==> config.mk <==
export PLATFORM = sky130hd
export DESIGN_NAME = log_record_deframer_with_resync
export DESIGN_NICKNAME = d
export VERILOG_FILES = /design/src/hw/rtl/lrd_pkg.sv /design/src/hw/rtl/lrd_in_queue.sv /design/src/hw/rtl/lrd_out_queue.sv /design/src/hw/rtl/lrd_engine.sv /design/src/hw/rtl/log_record_deframer_with_resync.sv
export SDC_FILE = /design/constraint.sdc
export NUM_CORES = 1
export LEC_CHECK = 0
export ABC_AREA = 1
export BUFFER_PORTS_ARGS = -buffer_cell sky130_fd_sc_hd__buf_2
export CAP_MARGIN = 25
export CORE_UTILIZATION = 44
export DETAILED_ROUTE_END_ITERATION = 10
export MAX_ROUTING_LAYER = met4
export PLACE_DENSITY = 0.57
export SETUP_SLACK_MARGIN = 0.5
export SLEW_MARGIN = 20
export SYNTH_ARGS = -nofsm -noshare
export SYNTH_HDL_FRONTEND = slang
export SYNTH_SLANG_ARGS = --single-unit
==> constraint.sdc <==
create_clock -name clk -period 7.4 [get_ports clk]
set_input_delay 1.48 -clock clk [delete_from_list [all_inputs] [get_ports clk]]
set_output_delay 1.48 -clock clk [all_outputs]
set_load 0.05 [all_outputs]
==> src/hw/rtl/lrd_pkg.sv <==
`timescale 1ns / 1ps
// ----------------------------------------------------------------------------
// lrd_pkg
// Shared types, constants and helpers of the log record deframer.
// ----------------------------------------------------------------------------
package lrd_pkg;

  localparam int MAX_REC_LEN = 32;
  localparam int WIN_DEPTH   = MAX_REC_LEN + 1;
  localparam int FILL_W      = $clog2(WIN_DEPTH + 1);
  localparam int WIDX_W      = $clog2(WIN_DEPTH);

  localparam logic [5:0]  SEP_LEN       = 6'd5;
  localparam logic [11:0] HDR_RESET     = 12'h400;
  localparam logic [31:0] MAGIC_RESET   = 32'h5AFECA5E;
  localparam logic [7:0]  MAX_ID        = 8'd6;

  typedef enum logic [2:0] {
    REG_HEADER   = 3'd0,
    REG_MAGIC    = 3'd1,
    REG_LEN_TS   = 3'd2,
    REG_LEN_IMU  = 3'd3,
    REG_LEN_PID  = 3'd4,
    REG_LEN_PAR  = 3'd5,
    REG_LEN_GPS  = 3'd6,
    REG_LEN_QUAT = 3'd7
  } lrd_reg_t;

  typedef enum logic [1:0] {
    KIND_HEADER = 2'd0,
    KIND_RECORD = 2'd1,
    KIND_SKIP   = 2'd2,
    KIND_TRUNC  = 2'd3
  } lrd_kind_t;

  typedef enum logic {
    ST_WAIT = 1'b0,
    ST_RUN  = 1'b1
  } lrd_state_t;

  typedef enum logic [2:0] {
    ACT_FINISH,
    ACT_HDR,
    ACT_REC,
    ACT_SKIP,
    ACT_CLR_RESYNC,
    ACT_OPEN
  } lrd_act_t;

  typedef struct packed {
    logic [11:0] header_bytes;
    logic [31:0] magic_word;
    logic [5:0]  len_ts;
    logic [5:0]  len_imu;
    logic [5:0]  len_pid;
    logic [5:0]  len_par;
    logic [5:0]  len_gps;
    logic [5:0]  len_quat;
  } lrd_cfg_t;

  typedef struct packed {
    logic [7:0] out_byte;
    lrd_kind_t  byte_kind;
    logic [2:0] rec_type;
    logic [4:0] byte_index;
    logic       first_of_record;
    logic       last_of_record;
    logic       last_of_run;
  } lrd_res_t;

  typedef struct packed {
    logic [7:0] in_byte;
    logic       stream_end;
  } lrd_item_t;

  // Total length of a record type, clamped to 1..MAX_REC_LEN
  function automatic logic [5:0] type_len(input logic [2:0] id, input lrd_cfg_t c);
    logic [5:0] l;
    case (id)
      3'd0:    l = SEP_LEN;
      3'd1:    l = c.len_ts;
      3'd2:    l = c.len_imu;
      3'd3:    l = c.len_pid;
      3'd4:    l = c.len_par;
      3'd5:    l = c.len_gps;
      3'd6:    l = c.len_quat;
      default: l = 6'd1;
    endcase
    if (l == 6'd0) l = 6'd1;
    if (l > 6'(MAX_REC_LEN)) l = 6'(MAX_REC_LEN);
    return l;
  endfunction

endpackage

==> src/hw/rtl/lrd_in_queue.sv <==
`timescale 1ns / 1ps
// ----------------------------------------------------------------------------
// lrd_in_queue
// Two-entry request queue between the stream input and the parse engine.
// ----------------------------------------------------------------------------
module lrd_in_queue
  import lrd_pkg::*;
(
  input  logic      clk,
  input  logic      rst,
  input  logic      push,
  input  lrd_item_t push_item,
  output logic      full,
  input  logic      pop,
  output logic      avail,
  output lrd_item_t head
);

  lrd_item_t   mem [2];
  logic        wptr;
  logic        rptr;
  logic [1:0]  count;

  assign full  = (count == 2'd2);
  assign avail = (count != 2'd0);
  assign head  = mem[rptr];

  // Advance pointers and count
  always_ff @(posedge clk) begin
    if (rst) begin
      wptr  <= 1'b0;
      rptr  <= 1'b0;
      count <= 2'd0;
    end else begin
      if (push) wptr <= ~wptr;
      if (pop)  rptr <= ~rptr;
      count <= count + {1'b0, push} - {1'b0, pop};
    end
  end

  // Store requests
  always_ff @(posedge clk) begin
    if (push) mem[wptr] <= push_item;
  end

`ifndef SYNTHESIS
  a_no_overflow: assert property (@(posedge clk) disable iff (rst)
    full |-> !push) else $error("input queue overflow");
  a_no_underflow: assert property (@(posedge clk) disable iff (rst)
    !avail |-> !pop) else $error("input queue underflow");
  a_count_track: assert property (@(posedge clk) disable iff (rst)
    (push && !pop && count == 2'd1) |=> full) else $error("input queue count");
`endif

endmodule

==> src/hw/rtl/lrd_out_queue.sv <==
`timescale 1ns / 1ps
// ----------------------------------------------------------------------------
// lrd_out_queue
// Two-entry result queue that drives the stream output.
// ----------------------------------------------------------------------------
module lrd_out_queue
  import lrd_pkg::*;
(
  input  logic     clk,
  input  logic     rst,
  input  logic     push,
  input  lrd_res_t push_res,
  output logic     full,
  output logic     avail,
  input  logic     pop,
  output lrd_res_t head
);

  lrd_res_t   mem [2];
  logic       wptr;
  logic       rptr;
  logic [1:0] count;

  assign full  = (count == 2'd2);
  assign avail = (count != 2'd0);
  assign head  = mem[rptr];

  // Advance pointers and count
  always_ff @(posedge clk) begin
    if (rst) begin
      wptr  <= 1'b0;
      rptr  <= 1'b0;
      count <= 2'd0;
    end else begin
      if (push) wptr <= ~wptr;
      if (pop)  rptr <= ~rptr;
      count <= count + {1'b0, push} - {1'b0, pop};
    end
  end

  // Store results
  always_ff @(posedge clk) begin
    if (push) mem[wptr] <= push_res;
  end

`ifndef SYNTHESIS
  a_no_overflow: assert property (@(posedge clk) disable iff (rst)
    full |-> !push) else $error("output queue overflow");
  a_hold_head: assert property (@(posedge clk) disable iff (rst)
    (avail && !pop) |=> avail && $stable(head)) else $error("output head moved");
  a_no_underflow: assert property (@(posedge clk) disable iff (rst)
    !avail |-> !pop) else $error("output queue underflow");
`endif

endmodule

==> src/hw/rtl/lrd_engine.sv <==
`timescale 1ns / 1ps
// ----------------------------------------------------------------------------
// lrd_engine
// Lookahead window and record parser: one parse step per cycle while the result queue has room.
// ----------------------------------------------------------------------------
module lrd_engine
  import lrd_pkg::*;
(
  input  logic      clk,
  input  logic      rst,
  input  lrd_cfg_t  cfg,
  input  logic      hdr_wr,
  input  logic [11:0] hdr_value,
  input  logic      in_avail,
  input  lrd_item_t in_item,
  output logic      in_pop,
  input  logic      out_full,
  output logic      out_push,
  output lrd_res_t  out_res
);

  lrd_state_t  state;
  lrd_state_t  state_next;
  logic [7:0]  win [WIN_DEPTH];
  logic [FILL_W-1:0] fill;
  logic [11:0] header_left;
  logic [5:0]  bytes_left;
  logic [2:0]  cur_type;
  logic [4:0]  cur_index;
  logic        resyncing;
  logic        rec_trunc;
  logic        idle;
  logic        end_flag;
  logic        pend_valid;
  lrd_res_t    pend;

  logic        go;
  lrd_act_t    act;
  logic [7:0]  b;
  logic [5:0]  blen;
  logic [7:0]  tap;
  logic        magic_known;
  logic        magic_ok;
  logic        emit;
  logic        load;
  lrd_res_t    new_res;
  logic [2:0]  open_type;
  logic        open_trunc;
  logic [FILL_W-1:0] fill_base;
  logic [FILL_W-1:0] fill_load;

  assign go          = (state == ST_RUN) && !out_full;
  assign b           = win[0];
  assign blen        = type_len(b[2:0], cfg);
  assign tap         = win[WIDX_W'(blen)];
  assign magic_known = fill >= FILL_W'(SEP_LEN);
  assign magic_ok    = {win[4], win[3], win[2], win[1]} == cfg.magic_word;

  // Pick the parse step for the byte at the window head
  always_comb begin
    act        = ACT_FINISH;
    open_type  = b[2:0];
    open_trunc = 1'b0;
    if (fill == '0) begin
      act = ACT_FINISH;
    end else if (header_left != 12'd0) begin
      act = ACT_HDR;
    end else if (bytes_left != 6'd0) begin
      act = ACT_REC;
    end else if (resyncing) begin
      if (b == 8'd0) begin
        if (!magic_known) act = end_flag ? ACT_SKIP : ACT_FINISH;
        else              act = magic_ok ? ACT_CLR_RESYNC : ACT_SKIP;
      end else if (b <= MAX_ID) begin
        if (fill <= FILL_W'(blen)) act = end_flag ? ACT_SKIP : ACT_FINISH;
        else act = (tap <= MAX_ID) ? ACT_CLR_RESYNC : ACT_SKIP;
      end else begin
        act = ACT_SKIP;
      end
    end else if (b == 8'd0) begin
      if (!magic_known) act = end_flag ? ACT_SKIP : ACT_FINISH;
      else              act = magic_ok ? ACT_OPEN : ACT_SKIP;
    end else if (b <= MAX_ID) begin
      if (fill >= FILL_W'(blen)) begin
        act = ACT_OPEN;
      end else if (end_flag) begin
        act        = ACT_OPEN;
        open_trunc = 1'b1;
      end else begin
        act = ACT_FINISH;
      end
    end else begin
      act = ACT_SKIP;
    end
  end

  // Next state
  always_comb begin
    state_next = state;
    case (state)
      ST_WAIT: if (in_avail) state_next = ST_RUN;
      ST_RUN:  if (go && act == ACT_FINISH && !in_avail) state_next = ST_WAIT;
      default: state_next = ST_WAIT;
    endcase
  end

  // Outputs of the sequencer
  always_comb begin
    emit     = go && (act == ACT_HDR || act == ACT_REC || act == ACT_SKIP);
    load     = in_avail && ((state == ST_WAIT) || (go && act == ACT_FINISH));
    in_pop   = load;
    out_push = pend_valid && (emit || (go && act == ACT_FINISH));
    out_res  = pend;
    out_res.last_of_run = (act == ACT_FINISH);

    new_res = '{out_byte: b, byte_kind: KIND_SKIP, rec_type: 3'd0, byte_index: 5'd0,
                first_of_record: 1'b0, last_of_record: 1'b0, last_of_run: 1'b0};
    case (act)
      ACT_HDR: new_res.byte_kind = KIND_HEADER;
      ACT_REC: begin
        new_res.byte_kind       = rec_trunc ? KIND_TRUNC : KIND_RECORD;
        new_res.rec_type        = cur_type;
        new_res.byte_index      = cur_index;
        new_res.first_of_record = (cur_index == 5'd0);
        new_res.last_of_record  = !rec_trunc && (bytes_left == 6'd1);
      end
      default: new_res.byte_kind = KIND_SKIP;
    endcase

    fill_base = (go && act == ACT_FINISH && end_flag) ? '0 : fill;
    fill_load = (fill_base == FILL_W'(WIN_DEPTH)) ? fill_base : fill_base + 1'b1;
  end

  // Hold the state machine
  always_ff @(posedge clk) begin
    if (rst) state <= ST_WAIT;
    else     state <= state_next;
  end

  // Advance parser state
  always_ff @(posedge clk) begin
    if (rst) begin
      fill        <= '0;
      header_left <= HDR_RESET;
      bytes_left  <= 6'd0;
      cur_type    <= 3'd0;
      cur_index   <= 5'd0;
      resyncing   <= 1'b0;
      rec_trunc   <= 1'b0;
      idle        <= 1'b1;
      end_flag    <= 1'b0;
      pend_valid  <= 1'b0;
    end else begin
      if (hdr_wr && idle) header_left <= hdr_value;
      if (go) begin
        case (act)
          ACT_HDR: header_left <= header_left - 12'd1;
          ACT_REC: begin
            bytes_left <= bytes_left - 6'd1;
            cur_index  <= cur_index + 5'd1;
          end
          ACT_SKIP:       resyncing <= 1'b1;
          ACT_CLR_RESYNC: resyncing <= 1'b0;
          ACT_OPEN: begin
            cur_type   <= open_type;
            cur_index  <= 5'd0;
            bytes_left <= blen;
            rec_trunc  <= open_trunc;
          end
          ACT_FINISH: begin
            pend_valid <= 1'b0;
            // Start a new stream after the final byte
            if (end_flag) begin
              header_left <= cfg.header_bytes;
              bytes_left  <= 6'd0;
              cur_type    <= 3'd0;
              cur_index   <= 5'd0;
              resyncing   <= 1'b0;
              rec_trunc   <= 1'b0;
              // A byte loaded in this cycle already belongs to the next stream
              if (!load) begin
                idle <= 1'b1;
                fill <= '0;
              end
            end
          end
          default: ;
        endcase
        if (emit) begin
          fill       <= fill - 1'b1;
          pend_valid <= 1'b1;
        end
      end
      if (load) begin
        fill     <= fill_load;
        end_flag <= in_item.stream_end;
        idle     <= 1'b0;
      end
    end
  end

  // Shift and fill the window, stage the pending result
  always_ff @(posedge clk) begin
    if (emit) begin
      for (int i = 0; i < WIN_DEPTH - 1; i++) win[i] <= win[i + 1];
      pend <= new_res;
    end
    if (load) win[WIDX_W'(fill_load - 1'b1)] <= in_item.in_byte;
  end

`ifndef SYNTHESIS
  a_fill_range: assert property (@(posedge clk) disable iff (rst)
    fill <= FILL_W'(WIN_DEPTH)) else $error("window overfilled");
  a_hdr_rec_excl: assert property (@(posedge clk) disable iff (rst)
    !(header_left != 12'd0 && bytes_left != 6'd0)) else $error("header inside record");
  a_push_room: assert property (@(posedge clk) disable iff (rst)
    out_push |-> !out_full) else $error("result pushed into full queue");
  a_load_no_emit: assert property (@(posedge clk) disable iff (rst)
    load |-> !emit) else $error("window load during shift");
`endif

endmodule

==> src/hw/rtl/log_record_deframer_with_resync.sv <==
`timescale 1ns / 1ps
// ----------------------------------------------------------------------------
// log_record_deframer_with_resync
// Splits a logged byte stream into header, typed records and skipped bytes.
// ----------------------------------------------------------------------------
// Each input byte enters a 33-byte lookahead window; the parse engine then
// takes one parse step per cycle while the result queue has room (pass a
// header byte, pass a record byte, skip a byte, or open/resync a record)
// until the window head needs more lookahead, and tags each byte leaving the
// window. The results a byte releases leave by shift steps, followed by a
// wait step that also loads the next byte when one is queued; each record
// opened and each resync cleared on the way takes a step of its own in the
// single-step engine. A two-entry input queue and a two-entry result queue
// let input and output stall independently.
// tlast on the output marks the last result released by one input byte.
// Write configuration only while no stream byte is in flight.
module log_record_deframer_with_resync
  import lrd_pkg::*;
(
  input  logic        clk,
  input  logic        rst,
  input  logic        s_tvalid,
  output logic        s_tready,
  input  logic [7:0]  s_tdata,   // [7:0] in_byte
  input  logic        s_tlast,   // stream_end
  output logic        m_tvalid,
  input  logic        m_tready,
  output logic [23:0] m_tdata,   // [7:0] out_byte, [10:8] rec_type, [15:11] byte_index,
                                 // [16] first_of_record, [17] last_of_record, zero above
  output logic [1:0]  m_tuser,   // [1:0] byte_kind
  output logic        m_tlast,   // last_of_run
  input  logic        cfg_valid,
  output logic        cfg_ready,
  input  logic [2:0]  cfg_index,
  input  logic [31:0] cfg_data
);

  lrd_cfg_t  cfg;
  logic      hdr_wr;
  logic      in_full;
  logic      in_avail;
  logic      in_pop;
  lrd_item_t in_head;
  logic      out_full;
  logic      out_avail;
  logic      out_push;
  lrd_res_t  out_res;
  lrd_res_t  out_head;

  assign cfg_ready = 1'b1;
  assign hdr_wr    = cfg_valid && (lrd_reg_t'(cfg_index) == REG_HEADER);

  // Hold configuration registers
  always_ff @(posedge clk) begin
    if (rst) begin
      cfg.header_bytes <= HDR_RESET;
      cfg.magic_word   <= MAGIC_RESET;
      cfg.len_ts       <= 6'd5;
      cfg.len_imu      <= 6'd17;
      cfg.len_pid      <= 6'd17;
      cfg.len_par      <= 6'd18;
      cfg.len_gps      <= 6'd30;
      cfg.len_quat     <= 6'd13;
    end else if (cfg_valid) begin
      case (lrd_reg_t'(cfg_index))
        REG_HEADER:   cfg.header_bytes <= cfg_data[11:0];
        REG_MAGIC:    cfg.magic_word   <= cfg_data;
        REG_LEN_TS:   cfg.len_ts       <= cfg_data[5:0];
        REG_LEN_IMU:  cfg.len_imu      <= cfg_data[5:0];
        REG_LEN_PID:  cfg.len_pid      <= cfg_data[5:0];
        REG_LEN_PAR:  cfg.len_par      <= cfg_data[5:0];
        REG_LEN_GPS:  cfg.len_gps      <= cfg_data[5:0];
        REG_LEN_QUAT: cfg.len_quat     <= cfg_data[5:0];
        default: ;
      endcase
    end
  end

  assign s_tready = !in_full;

  lrd_in_queue u_in_queue (
    .clk       (clk),
    .rst       (rst),
    .push      (s_tvalid && !in_full),
    .push_item ('{in_byte: s_tdata, stream_end: s_tlast}),
    .full      (in_full),
    .pop       (in_pop),
    .avail     (in_avail),
    .head      (in_head)
  );

  lrd_engine u_engine (
    .clk       (clk),
    .rst       (rst),
    .cfg       (cfg),
    .hdr_wr    (hdr_wr),
    .hdr_value (cfg_data[11:0]),
    .in_avail  (in_avail),
    .in_item   (in_head),
    .in_pop    (in_pop),
    .out_full  (out_full),
    .out_push  (out_push),
    .out_res   (out_res)
  );

  lrd_out_queue u_out_queue (
    .clk      (clk),
    .rst      (rst),
    .push     (out_push),
    .push_res (out_res),
    .full     (out_full),
    .avail    (out_avail),
    .pop      (out_avail && m_tready),
    .head     (out_head)
  );

  // Pack the result onto the output stream
  assign m_tvalid = out_avail;
  assign m_tdata  = {6'd0, out_head.last_of_record, out_head.first_of_record,
                     out_head.byte_index, out_head.rec_type, out_head.out_byte};
  assign m_tuser  = out_head.byte_kind;
  assign m_tlast  = out_head.last_of_run;

endmodule
==> flow_metrics.tcl <==
set metrics [dict create \
    hold_buffers 0 \
    utilization_pct 51.50 \
    drv_slew 0 \
    viasPerCell 5.720 \
    hold_class "reg -> reg" \
    wire_per_inst_um 21.34 \
    power.density_nw_per_um2 540.5 \
    setup_ws_ns 0.8783 \
    syn2layout_area_growth_pct 15.76 \
    start_util_pct 44.49 \
    cp.arrival_ns 6.86 \
    grt_pass1_vias 21761 \
    postSynthRegisterBits 536 \
    place_congestion 0.9294 \
    rows 92 \
    antenna_found_initial 1 \
    htree_levels 2 \
    worstSetupPathType "reg -> reg" \
    dp_worst_setup_slack_ns 0.1905 \
    ant_nets 0 \
    grt_max_degree 129 \
    cpMaxStageDelayCell "edfxtp_1" \
    dieArea_sq_um 64680 \
    status "finished clean" \
    p_leak_nw 13.18 \
    cts.path.max_buffers 3 \
    overflow 0 \
    final_cell_mix "nand2_1 (940), edfxtp_1 (408), nand4_1 (288)" \
    irDropWorstVdd_v 0.0003771 \
    maxCapViolations 0 \
    drt_iter0_drc 2413 \
    drc 0 \
    finalCriticalPeriod_ns 6.522 \
    first_pass_iters 7 \
    setup_viol 0 \
    crit_top_cell "nand2_2" \
    slowest_delay_ns 0.49 \
    cpLargestDelayFamily "simple AND/OR/NAND/NOR gates" \
    synth_area_leader_cell "edfxtp_1" \
    dieHeight_um 254.3 \
    layout-drive-gt1-share_pct 15.66 \
    clkTransAtPathRegs_ns 0.06 \
    place.port_buffers 71 \
    synthTopCellsByArea "edfxtp_1 (44%), nand2_1 (13%), dfxtp_1 (9.1%)" \
    async_flop_share_pct 0 \
    final_common_cell "nand2_1" \
    io_pins 79 \
    crit_path_start_kind "flop" \
    path_max_fanout 22 \
    ys.flop_type "edfxtp_1" \
    crit_path_end_kind "flop" \
    path_buf_inv 8 \
    relSlewSlack_pct 32.52 \
    core_sq_um 62970 \
    hold_viol_final 0 \
    synth_top_cell_area_share_pct 43.73 \
    syn_area_sq_um 28010 \
    max_freq_mhz 153.3 \
    clk_latency_ns 0.64 \
    syn_inst 3113 \
    avgSynthCellArea_sq_um 8.999 \
    fin_nets 3237 \
    seq_area_frac_synth_pct 52.88 \
    grt_pass1_wl_um 128800 \
    ys_warn_count 0 \
    dp_hpwl_um 54720 \
    track_usage_pct 26.85 \
    dieWidth_um 254.3 \
    synth_cell_types 56 \
    finClkSkew_ns 0.02418 \
    synth-edff-count 408 \
    fin_crit_sh_pct 88.13 \
    vias 23256 \
    setup_tns_ns 0 \
    routed_wl_um 86760 \
    cts_tree "built" \
    finalPower_mw 17.53 \
    worst_pin_slew_ns 1.012 \
    rsz0062_at_grt "false" \
    cts_made_buffers 59 \
    worst_ep_required_time_ns 7.74 \
    cts_root_buf "clkbuf_16" \
    cts_sinks 536 \
]
-- Yosys cell counts, types with 18 or more instances --
cell / instances
dfxtp_1: 128
o21ai_0: 100
buf_4: 24
nand3_1: 170
inv_2: 21
buf_6: 35
nor2_1: 243
ha_1: 19
o211ai_1: 29
nand4_4: 32
o21ai_1: 31
nand4_1: 288
inv_1: 162
mux2_2: 34
nand2_1: 978
clkbuf_1: 76
nor3_1: 18
xnor2_1: 28
a21oi_1: 77
edfxtp_1: 408
buf_2: 73
-- power by group --
group	leakage (nW)	internal (mW)	total [mW]	switching, mW
Sequential	4.78	4.51	5.14	0.630
Clock	1.09	2.04	3.31	1.27
Combinational	7.32	2.85	9.08	6.23
-- layout make-up --
| cell class | instances | area (sq um) |
|---|---|---|
| diodes | 1 | 2.502 |
| clock buffers | 71 | 1690 |
| clock inverters | 40 | 521.8 |
| fillers | 5727 | 30540 |
| inverters | 185 | 706.9 |
| multi-input cells | 2190 | 11780 |
| flip-flops and latches | 536 | 14810 |
| well taps | 846 | 1059 |
| repair buffers | 197 | 1858 |
-- repair_timing --
item,in CTS,in global routing
pin swaps,3,22
buffers inserted,6,39
endpoints found under the setup margin,584,584
gates cloned,3,14
resized for setup,60,59
-- per-stage QoR --
stage | hold WS (ns) | instances | area (sq um)
after floorplan | 0.4215 | 3118 | 28030
after global placement | 0.4269 | 3888 | 28950
after detailed placement | 0.4338 | 3891 | 28990
after CTS | 0.4463 | 4011 | 31570
after global routing | 0.4668 | 4066 | 32430
final | 0.4481 | 4066 | 32430
-- final timing paths --
check / cells after the start / to / slack [ns] / from
hold reg to reg: 0 / u_out_queue.mem[1][10]$_DFFE_PP_ / 0.45 / u_engine.out_res[10]$_SDFFCE_PP0P_
hold / removal: 0 / u_out_queue.mem[1][10]$_DFFE_PP_ / 0.45 / u_engine.out_res[10]$_SDFFCE_PP0P_
setup / recovery: 40 / u_engine.win[48][7]$_DFFE_PP_ / 0.88 / u_engine.win[0][0]$_DFFE_PP_
setup reg to reg: 40 / u_engine.win[48][7]$_DFFE_PP_ / 0.88 / u_engine.win[0][0]$_DFFE_PP_
-- cell families (layout without fill, tap and decap cells) --
family                   count (synthesis)  after routing  share of synthesized area (%)
other                                    2              8                        0.02681
AND/OR/NAND/NOR                       1800           1807                          30.86
adder cells (fa/ha/maj)                 19             19                         0.8486
multiplexers                            34             34                          1.367
AO/OA/AOI/OAI                          284            284                          5.806
flip-flops                             536            536                          52.88
XOR/XNOR                                39             39                          1.219
buffers and inverters                  399            493                          6.990
-- registers in the layout, summed over array words and instances (netlist names), 2 cells and up, named ones only --
signal,cells
u_engine.header_left,12
u_engine.cur_type,3
u_in_queue.count,2
u_engine.fill,6
u_engine.out_res,20
u_engine.win,328
u_out_queue.count,2
u_in_queue.mem,18
u_out_queue.mem,42
u_engine.bytes_left,6
u_engine.cur_index,5
cfg,80
-- routing by layer --
| metal | share of wire, % | GRT usage [%] | vias to the layer above |
|---|---|---|---|
| met3 | 7.1 | 3.725 | 190 |
| met5 | 0 | - | - |
| met4 | 3.2 | 10.00 | 0 |
| met1 | 42 | 34.18 | 11131 |
| li1 | - | - | 10920 |
| met2 | 48 | 43.50 | 1015 |
Note: power is estimated with default switching activity, not from simulation.
